<file path="src/rtl/bsc_pkg.sv">
// Types, constants and the CRC byte function of the byte stream checksum.
// Depends on nothing.
package bsc_pkg;

   localparam logic [1:0]  MODE_BSD  = 2'd0;
   localparam logic [1:0]  MODE_SYSV = 2'd1;
   localparam logic [1:0]  MODE_CRC  = 2'd2;

   localparam logic [31:0] CRC_POLY  = 32'h04C1_1DB7;
   localparam logic [16:0] SYSV_MOD  = 17'h0_FFFF;

   localparam int          QUEUE_DEPTH = 2;
   localparam int          QPTR_BITS   = 1;

   typedef struct packed {
      logic       req_type;
      logic [7:0] data_byte;
   } req_item_type;

   typedef struct packed {
      logic [31:0] checksum;
      logic [39:0] byte_total;
      logic        count_overflow;
   } rsp_item_type;

   // Entry of the queue between front and back
   typedef struct packed {
      logic       is_end;
      logic [7:0] data;
   } queue_entry_type;

   typedef enum logic {
      BACK_RUN,
      BACK_LEN
   } back_state_type;

   // One byte of CRC-32, MSB first
   function automatic logic [31:0] crc_byte(input logic [31:0] crc, input logic [7:0] b);
      logic [31:0] c;
      c = crc ^ {b, 24'd0};
      for (int k = 0; k < 8; k++) begin
         if (c[31]) begin
            c = {c[30:0], 1'b0} ^ CRC_POLY;
         end else begin
            c = {c[30:0], 1'b0};
         end
      end
      return c;
   endfunction

endpackage

</file>
<file path="src/rtl/bsc_front.sv">
// Front end: accepts request transfers, classifies them and buffers them in a
// two-entry queue for the back end. Depends on bsc_pkg.
module bsc_front
   import bsc_pkg::*;
(
   input  logic            clock,
   input  logic            reset,
   input  logic            req_valid,
   output logic            req_ready,
   input  req_item_type    req_data,
   output logic            q_valid,
   output queue_entry_type q_entry,
   input  logic            q_pop
);

   queue_entry_type              mem_ff [QUEUE_DEPTH];
   logic [QPTR_BITS-1:0]         wr_ptr_ff, wr_ptr_in;
   logic [QPTR_BITS-1:0]         rd_ptr_ff, rd_ptr_in;
   logic [QPTR_BITS:0]           fill_ff, fill_in;
   logic                         push;
   queue_entry_type              entry;

   // Classify the incoming transfer
   always_comb begin
      entry.is_end = req_data.req_type;
      entry.data   = req_data.data_byte;
   end

   assign req_ready = (fill_ff != (QPTR_BITS+1)'(QUEUE_DEPTH));
   assign push      = req_valid && req_ready;
   assign q_valid   = (fill_ff != '0);
   assign q_entry   = mem_ff[rd_ptr_ff];

   // Advance pointers and fill level
   always_comb begin
      wr_ptr_in = push  ? wr_ptr_ff + 1'b1 : wr_ptr_ff;
      rd_ptr_in = q_pop ? rd_ptr_ff + 1'b1 : rd_ptr_ff;
      fill_in   = fill_ff;
      if (push && !q_pop) begin
         fill_in = fill_ff + 1'b1;
      end else if (!push && q_pop) begin
         fill_in = fill_ff - 1'b1;
      end
   end

   always_ff @(posedge clock) begin
      if (reset) begin
         wr_ptr_ff <= '0;
         rd_ptr_ff <= '0;
         fill_ff   <= '0;
      end else begin
         wr_ptr_ff <= wr_ptr_in;
         rd_ptr_ff <= rd_ptr_in;
         fill_ff   <= fill_in;
      end
   end

   // Store the transfer
   always_ff @(posedge clock) begin
      if (push) begin
         mem_ff[wr_ptr_ff] <= entry;
      end
   end

endmodule

</file>
<file path="src/rtl/bsc_back.sv">
// Back end: runs the three accumulators, feeds the length bytes into the CRC
// and holds the result in an output register. Depends on bsc_pkg.
module bsc_back
   import bsc_pkg::*;
#(
   parameter int COUNT_BITS = 40
) (
   input  logic            clock,
   input  logic            reset,
   input  logic [1:0]      mode,
   input  logic            q_valid,
   input  queue_entry_type q_entry,
   output logic            q_pop,
   output logic            rsp_valid,
   input  logic            rsp_ready,
   output rsp_item_type    rsp_data
);

   back_state_type          state_ff, state_in;
   logic [15:0]             rot_ff, rot_in;
   logic [15:0]             sysv_ff, sysv_in;
   logic [31:0]             crc_ff, crc_in;
   logic [COUNT_BITS-1:0]   cnt_ff, cnt_in;
   logic                    sat_ff, sat_in;
   logic [COUNT_BITS-1:0]   len_ff, len_in;
   logic                    rsp_valid_ff, rsp_valid_in;
   rsp_item_type            rsp_ff, rsp_in;
   logic                    out_free;
   logic                    load;
   logic [31:0]             sum;
   logic [16:0]             sysv_add;

   assign out_free  = !rsp_valid_ff || rsp_ready;
   assign rsp_valid = rsp_valid_ff;
   assign rsp_data  = rsp_ff;
   assign sysv_add  = {1'b0, sysv_ff} + {9'd0, q_entry.data};

   // Next state, accumulators and result
   always_comb begin
      state_in     = state_ff;
      rot_in       = rot_ff;
      sysv_in      = sysv_ff;
      crc_in       = crc_ff;
      cnt_in       = cnt_ff;
      sat_in       = sat_ff;
      len_in       = len_ff;
      rsp_valid_in = rsp_valid_ff && !rsp_ready;
      rsp_in       = rsp_ff;
      q_pop        = 1'b0;
      load         = 1'b0;
      sum          = '0;

      unique case (state_ff)
         BACK_RUN: begin
            if (q_valid) begin
               if (!q_entry.is_end) begin
                  q_pop  = 1'b1;
                  rot_in = {rot_ff[0], rot_ff[15:1]} + {8'd0, q_entry.data};
                  sysv_in = (sysv_add >= SYSV_MOD) ? 16'(sysv_add - SYSV_MOD)
                                                   : sysv_add[15:0];
                  crc_in = crc_byte(crc_ff, q_entry.data);
                  if (&cnt_ff) begin
                     sat_in = 1'b1;
                  end else begin
                     cnt_in = cnt_ff + 1'b1;
                  end
               end else if (mode == MODE_CRC && cnt_ff != '0) begin
                  // Length bytes follow, low byte first
                  q_pop    = 1'b1;
                  len_in   = cnt_ff;
                  state_in = BACK_LEN;
               end else if (out_free) begin
                  q_pop = 1'b1;
                  load  = 1'b1;
                  unique case (mode)
                     MODE_BSD:  sum = {16'd0, rot_ff};
                     MODE_SYSV: sum = {16'd0, sysv_ff};
                     MODE_CRC:  sum = ~crc_ff;
                     default:   sum = '0;
                  endcase
               end
            end
         end
         BACK_LEN: begin
            if (len_ff != '0) begin
               crc_in = crc_byte(crc_ff, len_ff[7:0]);
               len_in = len_ff >> 8;
            end else if (out_free) begin
               load     = 1'b1;
               sum      = ~crc_ff;
               state_in = BACK_RUN;
            end
         end
         default: state_in = BACK_RUN;
      endcase

      // Emit the result and drop the stream state
      if (load) begin
         rsp_valid_in          = 1'b1;
         rsp_in.checksum       = sum;
         rsp_in.byte_total     = 40'(cnt_ff);
         rsp_in.count_overflow = sat_ff;
         rot_in                = '0;
         sysv_in               = '0;
         crc_in                = '0;
         cnt_in                = '0;
         sat_in                = 1'b0;
      end
   end

   always_ff @(posedge clock) begin
      if (reset) begin
         state_ff     <= BACK_RUN;
         rot_ff       <= '0;
         sysv_ff      <= '0;
         crc_ff       <= '0;
         cnt_ff       <= '0;
         sat_ff       <= 1'b0;
         rsp_valid_ff <= 1'b0;
      end else begin
         state_ff     <= state_in;
         rot_ff       <= rot_in;
         sysv_ff      <= sysv_in;
         crc_ff       <= crc_in;
         cnt_ff       <= cnt_in;
         sat_ff       <= sat_in;
         rsp_valid_ff <= rsp_valid_in;
      end
   end

   // Payload registers
   always_ff @(posedge clock) begin
      len_ff <= len_in;
      rsp_ff <= rsp_in;
   end

endmodule

</file>
<file path="src/rtl/byte_stream_checksum_top.sv">
// Byte stream checksum: BSD rotate sum, SysV sum or POSIX CRC-32 cksum.
// One data byte per cycle while nothing holds the back end: an end transfer holds it, longer
// in CRC mode with a nonzero count, and so does any stall on the result side. The result
// of an end transfer is registered in the back end; in CRC mode with a nonzero count it first
// feeds the n significant count bytes (1 to COUNT_BITS/8 rounded up) into the CRC, one
// length byte per cycle. Reset is synchronous, active high: mode returns to BSD, the queue
// empties and all accumulators clear at once.
module byte_stream_checksum_top
   import bsc_pkg::*;
#(
   parameter int COUNT_BITS = 40
) (
   input  logic         clock,
   input  logic         reset,
   input  logic         req_valid,
   output logic         req_ready,
   input  req_item_type req_data,
   output logic         rsp_valid,
   input  logic         rsp_ready,
   output rsp_item_type rsp_data,
   input  logic         csr_write_en,
   input  logic [1:0]   csr_write_data
);

   logic [1:0]      mode_reg_ff;
   logic            q_valid;
   logic            q_pop;
   queue_entry_type q_entry;

   // Hold the mode register
   always_ff @(posedge clock) begin
      if (reset) begin
         mode_reg_ff <= MODE_BSD;
      end else if (csr_write_en) begin
         mode_reg_ff <= csr_write_data;
      end
   end

   bsc_front u_front (
      .clock     (clock),
      .reset     (reset),
      .req_valid (req_valid),
      .req_ready (req_ready),
      .req_data  (req_data),
      .q_valid   (q_valid),
      .q_entry   (q_entry),
      .q_pop     (q_pop)
   );

   bsc_back #(
      .COUNT_BITS (COUNT_BITS)
   ) u_back (
      .clock     (clock),
      .reset     (reset),
      .mode      (mode_reg_ff),
      .q_valid   (q_valid),
      .q_entry   (q_entry),
      .q_pop     (q_pop),
      .rsp_valid (rsp_valid),
      .rsp_ready (rsp_ready),
      .rsp_data  (rsp_data)
   );

endmodule

</file>
<file path="config.mk">
export PLATFORM = sky130hd
export DESIGN_NAME = byte_stream_checksum_top
export DESIGN_NICKNAME = d
export VERILOG_FILES = /design/src/rtl/bsc_pkg.sv /design/src/rtl/bsc_front.sv /design/src/rtl/bsc_back.sv /design/src/rtl/byte_stream_checksum_top.sv
export SDC_FILE = /design/constraint.sdc
export NUM_CORES = 1
export LEC_CHECK = 0
export BUFFER_PORTS_ARGS = -buffer_cell sky130_fd_sc_hd__buf_4
export CORE_MARGIN = 2
export CORE_UTILIZATION = 35
export CTS_BUF_LIST = sky130_fd_sc_hd__clkbuf_4
export DETAILED_ROUTE_END_ITERATION = 6
export GPL_TIMING_DRIVEN = 0
export PLACE_DENSITY_LB_ADDON = 0.2
export SYNTH_ARGS = -nofsm -noshare
export SYNTH_HDL_FRONTEND = slang
export SYNTH_SLANG_ARGS = --single-unit
</file>
<file path="constraint.sdc">
create_clock -name clock -period 7.9 [get_ports clock]
set_input_delay 0.395 -clock clock [delete_from_list [all_inputs] [get_ports clock]]
set_output_delay 0.395 -clock clock [all_outputs]
set_load 0.02 [all_outputs]
</file>
## Word level (Yosys, flattened, before mapping)

Memory sizes are Yosys's and may differ from the RTL's. A register that Yosys moved wholly into a read port is not among the register bits.
Cells that the tools add are included.

- Register bits after elaboration: 226
- Latch bits: 0
- RAM bits: 18
- Bits in read-only memories: 0
- Logic and storage cells: 169
- Memories: 1

Memory list:

| name | words | bits a word | rd ports | clocked after memory_dff | write ports | RTL line | source |
|---|---|---|---|---|---|---|---|
| u_front.mem_ff | 2 | 9 | 1 | 1 | 1 | bsc_front.sv:16 | `queue_entry_type mem_ff [QUEUE_DEPTH];` |

- Add/subtract/negate cells: 8
- Multipliers: 0
- Div/mod/pow operators: 0
- $lt $le $gt $ge: 1
- Eq/ne operators: 8
- Shifts and indexed selects: 0
- Mux-type cells: 92
- Bitwise logic cells: 22
- Reductions and logical operators: 22

Operators by type and width:

| cell | number |
|---|---|
| $mux W32 | 44 |
| $mux W27 | 16 |
| $not A14 Y14 | 16 |
| $mux W40 | 4 |
| $pmux W32 S2 | 2 |
| $pmux W32 S3 | 1 |
| $pmux W40 S2 | 1 |
| $reduce_bool A40 Y1 | 2 |
| $xor A32 B32 Y32 | 2 |
| $reduce_and A43 Y1 | 1 |
| $add A40 B1 Y40 const B | 1 |
| $reduce_and A40 Y1 | 1 |
| $not A32 Y32 | 1 |
| $mux W1 | 19 |
| $add A16 B8 Y17 | 1 |
| $ge A17 B16 Y1 const B | 1 |
| $add A16 B8 Y16 | 1 |
| $mux W16 | 1 |
| $sub A16 B16 Y16 const B | 1 |
| $ne A2 B2 Y1 const B | 4 |
| $reduce_and A4 Y1 | 2 |
| $reduce_and A3 Y1 | 2 |
| $logic_and A1 B1 Y1 | 5 |
| $logic_not A1 Y1 | 4 |
| 13 further kinds | 20 |

## Logic depth before layout (Yosys ltp)

Gate-level depths: netlist of run 1.

- Depth in word-level cells: 41
- Depth in mapped cells: 13
- Mapped depth without buffers: 12

## By module

From an unflattened synthesis of run 1, not the netlist that was laid out.

- Cells, all modules: 1183
- Area, all modules: 12268.0 um^2

By module, submodules not included:

| module | instances | cells an instance | area each (um^2) | sequential area each (um^2) |
|---|---|---|---|---|
| bsc_back | 1 | 1125 | 11324.6 | 5535.3 |
| bsc_front | 1 | 52 | 875.8 | 640.6 |
| byte_stream_checksum_top | 1 | 6 | 67.6 | 40.0 |

## Least setup slack after synthesis of run 1

Ideal clock, no wire load.

- Kind: register to register
- From: register u_back.cnt_ff[0]
- To: register u_back.sysv_ff[0]
- Setup time: 0.120 ns
- Arrival time: 7.724 ns
- Data required time: 7.780 ns
- Slack: 0.056 ns
- Cell stages (with the launch flop): 12
- Period minus slack after synthesis: 7.844 ns
- Path through: dfxtp_1 > inv_1 > ha_1 > nor4b_1 > nand4_1 > nor4_1 > nor3b_1 > o21ai_0 > nor2_1 > clkbuf_1 > nand4_1 > nand3_1

- Word-level cells in the longest chain between the ends: 7

Ends and longest elaborated chain:

| element | RTL line | source |
|---|---|---|
| start: declaration | bsc_back.sv:23 | `logic [COUNT_BITS-1:0] cnt_ff, cnt_in;` |
| start signal: assignment | bsc_back.sv:125 | `cnt_ff <= cnt_in;` |
| $reduce_bool A40 Y1 | bsc_back.sv:67 | `end else if (mode == MODE_CRC && cnt_ff != '0) begin` |
| $logic_and A1 B1 Y1 | bsc_back.sv:67 |  |
| $mux W1 | bsc_back.sv:67 |  |
| $mux W1 | bsc_back.sv:56 | `if (!q_entry.is_end) begin` |
| $mux W1 | bsc_back.sv:55 | `if (q_valid) begin` |
| $pmux W1 S2 | bsc_back.sv:53 | `unique case (state_ff)` |
| via u_back.load | bsc_back.sv:29 | `logic load;` |
| $reduce_or A2 Y1 (no line) | n/a |  |
| end signal: assignment | bsc_back.sv:123 | `sysv_ff <= sysv_in;` |
| end: declaration | bsc_back.sv:21 | `logic [15:0] sysv_ff, sysv_in;` |

The timed path passes the listed nets, and every way through them passes these cells.
A chain may end at the register's enable or synchronous reset.

==> results of run 1 <==
final cells by class:
cell class / instances / area (µm²)
Antenna cell: 2 / 5.005
Buffer: 60 / 257.7
Clock buffer: 96 / 720.7
Clock inverter: 30 / 224.0
Fill cell: 3496 / 20360
Inverter: 28 / 105.1
Multi-Input combinational cell: 882 / 5859
Sequential cell: 245 / 6216
Tap cell: 461 / 576.8
Timing Repair Buffer: 107 / 900.9
flip-flops by register name, indices dropped and copies added (netlist names), 2 cells and up, named ones only:
signal and cells:
mode_reg_ff 2, u_back.cnt_ff 40, u_back.crc_ff 32, u_back.len_ff 40
u_back.rot_ff 16, u_back.rsp_data 73, u_back.sysv_ff 16, u_front.fill_ff 2
u_front.mem_ff 18
worst min path at each step:
stage,end,startpoint,slack [ps]
final,u_back.rsp_valid$_SDFF_PP0_,rsp_ready,90
after global routing,u_back.rsp_valid$_SDFF_PP0_,rsp_ready,50
after detailed placement,u_back.rsp_data[24]$_DFFE_PP_,u_back.cnt_ff[23]$_SDFFE_PP0P_,420
after global placement,u_back.rsp_data[24]$_DFFE_PP_,u_back.cnt_ff[23]$_SDFFE_PP0P_,430
after floorplan,u_back.rsp_data[24]$_DFFE_PP_,u_back.cnt_ff[23]$_SDFFE_PP0P_,410
after CTS,u_back.rsp_valid$_SDFF_PP0_,rsp_ready,20
synthesized netlist by cell type (20+ instances only):
cell,instances
ha_1,20
dfxtp_1,114
nand3_1,34
xor2_1,45
clkbuf_1,43
a211oi_1,33
or3_1,27
nand2_1,112
nor2_1,110
edfxtp_1,131
o21ai_0,55
a21oi_1,94
inv_1,28
nor4_1,27
xnor2_1,112
mux2_2,29
report_power, final:
part | total, mW | switching [mW] | leakage (nW) | internal (mW)
clock | 1.23 | 0.563 | 0.549 | 0.672
sequential | 1.81 | 0.201 | 2.16 | 1.61
combinational | 3.33 | 1.95 | 2.65 | 1.38
worst register-to-register path, stage by stage (launching register included):
cell     delay, ps
dfxtp_1        320
buf_6          150
mux2i_1        630
inv_1          300
ha_1           420
a21oi_1        260
o31ai_4        130
a41oi_1        620
xnor2_1        230
and4_4         290
a31oi_4        150
or3_4          390
a41o_1         250
metrics by stage:
stage | util | power, mW
2_1_floorplan | - | 4.301
3_3_place_gp | 0.3883 | 5.141
3_5_place_dp | 0.3914 | 5.146
4_1_cts | 0.4219 | 6.422
5_1_grt | 0.4220 | 6.796
6_report | 0.4220 | 6.381
layer usage:
| layer | GRT usage | up-vias | share of wire |
|---|---|---|---|
| met5 | 0 | - | 0 |
| met4 | 0.07340 | 0 | 0.027 |
| met3 | 0.03564 | 65 | 0.047 |
| met2 | 0.3254 | 276 | 0.47 |
| met1 | 0.2601 | 4788 | 0.45 |
| li1 | - | 4794 | - |
layout by cell type, fill, tap and decap left out, types with 33 or more instances in the layout:
| cell type | synthesis | layout |
|---|---|---|
| a21oi_1 | 94 | 94 |
| nand2_1 | 112 | 111 |
| nor2_1 | 110 | 110 |
| clkbuf_4 | 0 | 96 |
| buf_4 | 1 | 91 |
| o21ai_0 | 55 | 54 |
| clkbuf_1 | 43 | 43 |
| dfxtp_1 | 114 | 114 |
| a211oi_1 | 33 | 33 |
| edfxtp_1 | 131 | 131 |
| xnor2_1 | 112 | 112 |
| xor2_1 | 45 | 45 |
| nand3_1 | 34 | 34 |
cell families after synthesis:
group	after synthesis	share of synthesized area
AO/OA/AOI/OAI	250	0.1251
XOR/XNOR	172	0.1308
adder cells (fa/ha/maj)	22	0.02336
buffers and inverters	88	0.02920
flip-flops	245	0.5003
multiplexers	45	0.03917
AND/OR/NAND/NOR	393	0.1521
==> impl_metrics.csv, run 1 <==
group,metric,value,unit
clock_network,cts_made_buffers,68,
clock_network,htreeDepth,3,
critical_path,crit_arrival,4800,ps
global_route,antenna_found_initial,1,
logic_synthesis,netlist_top_cells_area,"edfxtp_1 32%, dfxtp_1 18%, xnor2_1 7.9%",
clock_network,postCtsSetupRepairBufs,0,
detailed_routing,drt-total-wl,36120,µm
critical_path,rrSetupSlack,3660,ps
global_route,grt_pass1_wl,55630,µm
critical_path,cpPeakStageDelay,630,ps
floorplanning,dieArea,0.03702,mm²
logic_synthesis,synthArstFlopShare,0,
timing,fmax,235.8,MHz
run_status,run_status,"finished clean",
critical_path,rr_endpoint,"u_back.sysv_ff[14]$_SDFFE_PP0P_",
timing,relSlewSlack,0.3750,
global_route,track_usage,0.1980,
clock_network,cts.sinks,245,
critical_path,crit_path_start_kind,"flip-flop",
final_layout,final_cell_count_no_fill,1911,
placed_design,dp.cells,1770,
timing,fin_crit_sh,0.5368,
final_layout,syn2layout_area_growth,19.65,%
critical_path,crit_type,"reg2reg",
floorplanning,pin_count,91,
logic_synthesis,synth_area,0.01242,mm²
detailed_routing,final_antenna_net_count,0,
logic_synthesis,synth_top_area_cell,"edfxtp_1",
global_route,grt_max_degree,30,
detailed_routing,vias,9923,
critical_path,crit_path_top_delay_cell,"mux2i_1",
clock_network,cts_resized,0,
placed_design,dp_hpwl,26150,µm
logic_synthesis,syn-instance-count,1215,
detailed_routing,route.detailed.drc,0,
critical_path,cp_num_buf_inv,2,
critical_path,critPathTopFamily,"compound AO/OA/AOI/OAI gates",
detailed_routing,avgViaCountPerCell,5.193,
detailed_routing,drtIter0Drc,710,
logic_synthesis,ys_types,69,
logic_synthesis,synth_flop_cell,"edfxtp_1",
timing,setup_viol,0,
final_layout,drive_gt1_frac,0.1948,
critical_path,cp-end-kind,"flip-flop",
min_path,min_path_type,"in2reg",
timing,finalCriticalPeriod,4241,ps
timing,setup_tns,0,ps
logic_synthesis,synth-seq-cells,245,
clock_network,clk_pin_slew,60,ps
power_and_ir_drop,max-vdd-ir-drop,217.4,µV
power_and_ir_drop,power_density,429.3,mW/mm²
timing,setup_slack,3659,ps
critical_path,cp.depth,12,
min_path,hold_depth,4,
timing,holdWs,89.25,ps
final_layout,fin_area,0.01487,mm²
critical_path,reg2reg_depth,12,
critical_path,crit_path_cell_trace,"buf_6 -> mux2i_1 -> inv_1 -> ha_1 -> a21oi_1 -> o31ai_4 -> a41oi_1 -> xnor2_1 -> and4_4 -> a31oi_4 -> or3_4 -> a41o_1",
final_layout,nNetsFinal,1430,
clock_network,cts_root_buf,"clkbuf_4",
floorplanning,initial_core_util,0.3527,
placed_design,gp_congestion,0.8805,
logic_synthesis,ys_seq_area_frac,0.5003,
detailed_routing,firstDrtPassIters,7,
timing,worstMarginPinSlew,933.4,ps
timing,rsz0062_at_grt,"false",
global_route,grt_pass1_vias,9674,
timing,fin_worst_skew,36.74,ps
global_route,grt-ovfl-total,0,
logic_synthesis,synth_area_per_cell,10.23,µm²
clock_network,clk_latency,680,ps
floorplanning,core_area,0.03522,mm²
detailed_routing,wl_per_cell,18.90,µm
clock_network,cts_buffer_depth,3,
logic_synthesis,syn-num-nets,1253,
timing,hold_viol,0,
placed_design,numPortBuffers,90,
timing,slew_viol_final,0,
floorplanning,die_h,192.4,µm
clock_network,cts_tree,"built",
power_and_ir_drop,p_leak,5.357,nW
job,max-cap-violations,0,
clock_network,holdBufCountCts,13,
logic_synthesis,synth_top_area_share,0.3166,
floorplanning,rows,69,
critical_path,required,8450,ps
critical_path,cp_max_fo,10,
critical_path,endpoint,"u_back.sysv_ff[14]$_SDFFE_PP0P_",
logic_synthesis,ys.warnings.count,0,
floorplanning,dieWidth,192.4,µm
placed_design,dp_slack,3677,ps
placed_design,dpl_cell_area,0.01379,mm²
logic_synthesis,synth_edf_count,131,
Power figures use the tool's default switching activity.
==> inputs of run 2 (changes only) <==
--- a/config.mk
+++ b/config.mk
@@ -5,6 +5,7 @@
 export SDC_FILE = /design/constraint.sdc
 export NUM_CORES = 1
 export LEC_CHECK = 0
+export ABC_AREA = 1
 export BUFFER_PORTS_ARGS = -buffer_cell sky130_fd_sc_hd__buf_4
 export CORE_MARGIN = 2
 export CORE_UTILIZATION = 35
==> constraint.sdc (replaced) <==
create_clock -name clock -period 3.5 [get_ports clock]
set_input_delay 0.175 -clock clock [delete_from_list [all_inputs] [get_ports clock]]
set_output_delay 0.175 -clock clock [all_outputs]
set_load 0.02 [all_outputs]
==> impl_metrics.csv, run 2 <==
group,metric,value,unit
final_layout,largest_reg_flops,73,
critical_path,crit_path_top_delay_cell,"fa_2",
clock_network,cts_root_buf,"clkbuf_4",
critical_path,cpPeakStageDelay,550,ps
critical_path,crit_path_cell_trace,"buf_6 -> inv_6 -> nand2_1 -> nand2_2 -> ha_2 -> fa_2 -> ha_1 -> inv_1 -> nor2_1 -> nand3_1 -> nor2_1 -> nand2_1 -> nor2_4 -> nand3_1 -> nor2_2 -> nor2_4 -> nand2_4 -> nand2_1 -> nand3_1 -> a21oi_1",
power_and_ir_drop,max-vdd-ir-drop,322.7,µV
run_status,run_status,"finished clean",
final_layout,final_cell_mix,"303 x nand2_1, 184 x inv_1, 148 x nor2_1",
global_route,grt_max_degree,55,
job,max-cap-violations,0,
final_layout,nNetsFinal,1882,
logic_synthesis,syn-num-nets,1701,
floorplanning,dieArea,0.04104,mm²
floorplanning,rows,72,
detailed_routing,wl_per_cell,19.25,µm
global_route,grt-ovfl-total,0,
detailed_routing,final_antenna_net_count,0,
clock_network,clk_pin_slew,70,ps
detailed_routing,highest_layer,"met4",
clock_network,cts_buffer_depth,3,
timing,fin_worst_skew,79.42,ps
logic_synthesis,synth_flop_cell,"edfxtp_1",
floorplanning,initial_core_util,0.3555,
critical_path,cp_max_fo,10,
logic_synthesis,synth-seq-cells,245,
timing,fin_crit_sh,0.9265,
detailed_routing,drt-total-wl,46560,µm
logic_synthesis,synth_top_area_cell,"edfxtp_1",
timing,fmax,308.4,MHz
critical_path,critPathTopFamily,"simple AND/OR/NAND/NOR gates",
logic_synthesis,synth_area_per_cell,8.300,µm²
detailed_routing,avgViaCountPerCell,5.160,
floorplanning,die_h,202.6,µm
timing,setup_tns,0,ps
placed_design,dp_slack,-274.4,ps
global_route,grt_pass1_wl,70150,µm
timing,setup_slack,257.3,ps
power_and_ir_drop,power.total,15.78,mW
detailed_routing,route.detailed.drc,0,
floorplanning,pin_count,91,
timing,hold_viol,0,
clock_network,cts_made_buffers,70,
logic_synthesis,synthArstFlopShare,0,
logic_synthesis,synthTopCellsByCount,"308 x nand2_1, 184 x inv_1, 152 x nor2_1",
timing,holdWs,192.3,ps
global_route,antenna_found_initial,1,
clock_network,htreeDepth,3,
detailed_routing,met1_length,19320,µm
timing,worstMarginPinSlew,911.0,ps
floorplanning,dieWidth,202.6,µm
clock_network,clk_latency,780,ps
logic_synthesis,syn-instance-count,1663,
floorplanning,core_area,0.03883,mm²
clock_network,postCtsSetupRepairBufs,0,
logic_synthesis,yosysMostFrequentCell,"nand2_1",
final_layout,final_common_cell,"nand2_1",
final_layout,syn2layout_area_growth,18.75,%
timing,finalCriticalPeriod,3243,ps
critical_path,required,4110,ps
critical_path,crit_arrival,3850,ps
logic_synthesis,ys_seq_area_frac,0.4503,
detailed_routing,drtIter0Drc,989,
logic_synthesis,ys_types,53,
min_path,min_path_type,"in2reg",
timing,setup_viol,0,
logic_synthesis,synth_area,0.01380,mm²
final_layout,drive_gt1_frac,0.1569,
timing,slew_viol_final,0,
critical_path,crit_path_start_kind,"flip-flop",
clock_network,cts.sinks,245,
clock_network,cts_tree,"built",
logic_synthesis,synth_edf_count,131,
power_and_ir_drop,power_density,962.9,mW/mm²
power_and_ir_drop,p_leak,6.444,nW
critical_path,cp_num_buf_inv,3,
detailed_routing,firstDrtPassIters,5,
placed_design,dp_hpwl,33630,µm
placed_design,numPortBuffers,90,
global_route,track_usage,0.2249,
detailed_routing,wl_met3,2798,µm
logic_synthesis,synth_top_area_share,0.2850,
detailed_routing,vias,12480,
placed_design,gp_congestion,0.9231,
timing,relSlewSlack,0.3905,
logic_synthesis,ys.warnings.count,0,
critical_path,cp-end-kind,"flip-flop",
detailed_routing,met2_length,22780,µm
critical_path,crit_type,"reg2reg",
logic_synthesis,netlist_top_cells_area,"edfxtp_1 28%, dfxtp_1 17%, nand2_1 8.4%",
global_route,grt_pass1_vias,12030,
## run 2: changes by cell type in the layout (fill, tap and decap cells not counted), moves of 29 or more
cell / previous run / this run
mux2_2: 29 / 0
nand2_1: 111 / 303
nand3_1: 34 / 84
xnor2_1: 112 / 32
o21ai_0: 54 / 116
nor2_1: 110 / 148
inv_1: 28 / 184
nor3_1: 19 / 56
a21oi_1: 94 / 126
xor2_1: 45 / 95
## run 2: final cells by class
class	count	area [µm²]
well taps	518	648.1
fillers	3939	22440
plain buffers	52	244.0
multi-input cells	1177	6735
clock buffers	106	795.8
flip-flops and latches	245	6216
clock inverters	21	141.4
diodes	2	5.005
repair buffers	108	888.4
inverters	190	718.2
## run 2: what timing repair did
item	in CTS	in global routing
setup endpoints to repair	47	48
hold buffers	16	0
endpoints found under the hold margin	30	0
resized for setup	7	21
cloned	1	1
pin swaps	1	0
## run 2: worst paths after layout
path	cells after the start	startpoint	endpoint	slack, ps
setup / recovery	20	flip-flop	u_back.sysv_ff[1]$_SDFFE_PP0P_	260
hold / removal	3	reset	u_back.state_ff$_SDFF_PP0_	190
setup reg to reg	20	flip-flop	u_back.sysv_ff[1]$_SDFFE_PP0P_	260
hold reg to reg	0	u_back.cnt_ff[8]$_SDFFE_PP0P_	u_back.rsp_data[9]$_DFFE_PP_	450
## run 2: per-stage QoR
step | util | instance area (µm²) | instances
2_1_floorplan | - | 13810 | 1663
3_3_place_gp | 0.3897 | 15130 | 2271
3_5_place_dp | 0.3906 | 15160 | 2272
4_1_cts | 0.4198 | 16300 | 2416
5_1_grt | 0.4222 | 16390 | 2419
6_report | 0.4222 | 16390 | 2419
## run 2: cell families after synthesis
kind of cell / after synthesis / synth area share
buf+inv: 242 / 0.06934
xor+xnor: 149 / 0.1122
compound gates: 318 / 0.1255
fa+ha+maj: 22 / 0.02103
simple gates: 687 / 0.2216
flops: 245 / 0.4503
## run 2: power by group
part | leakage [nW] | total, mW | internal, mW | switching [mW]
clock network | 0.553 | 2.85 | 1.53 | 1.32
registers | 2.16 | 4.31 | 3.77 | 0.537
logic | 3.74 | 8.62 | 2.94 | 5.68
total | 6.44 | 15.8 | 8.25 | 7.54
## run 2: routing by layer
metal,vias up,global-route usage
met5,-,0
met4,0,0.09541
met3,107,0.03852
met2,449,0.3872
met1,5901,0.2777
li1,6025,-
## run 2: worst min-delay path: cells and delay by family
kind / cells / cell delay [ps]
AOI/OAI and AO/OA: 1 / 50
buffers and inverters: 2 / 680
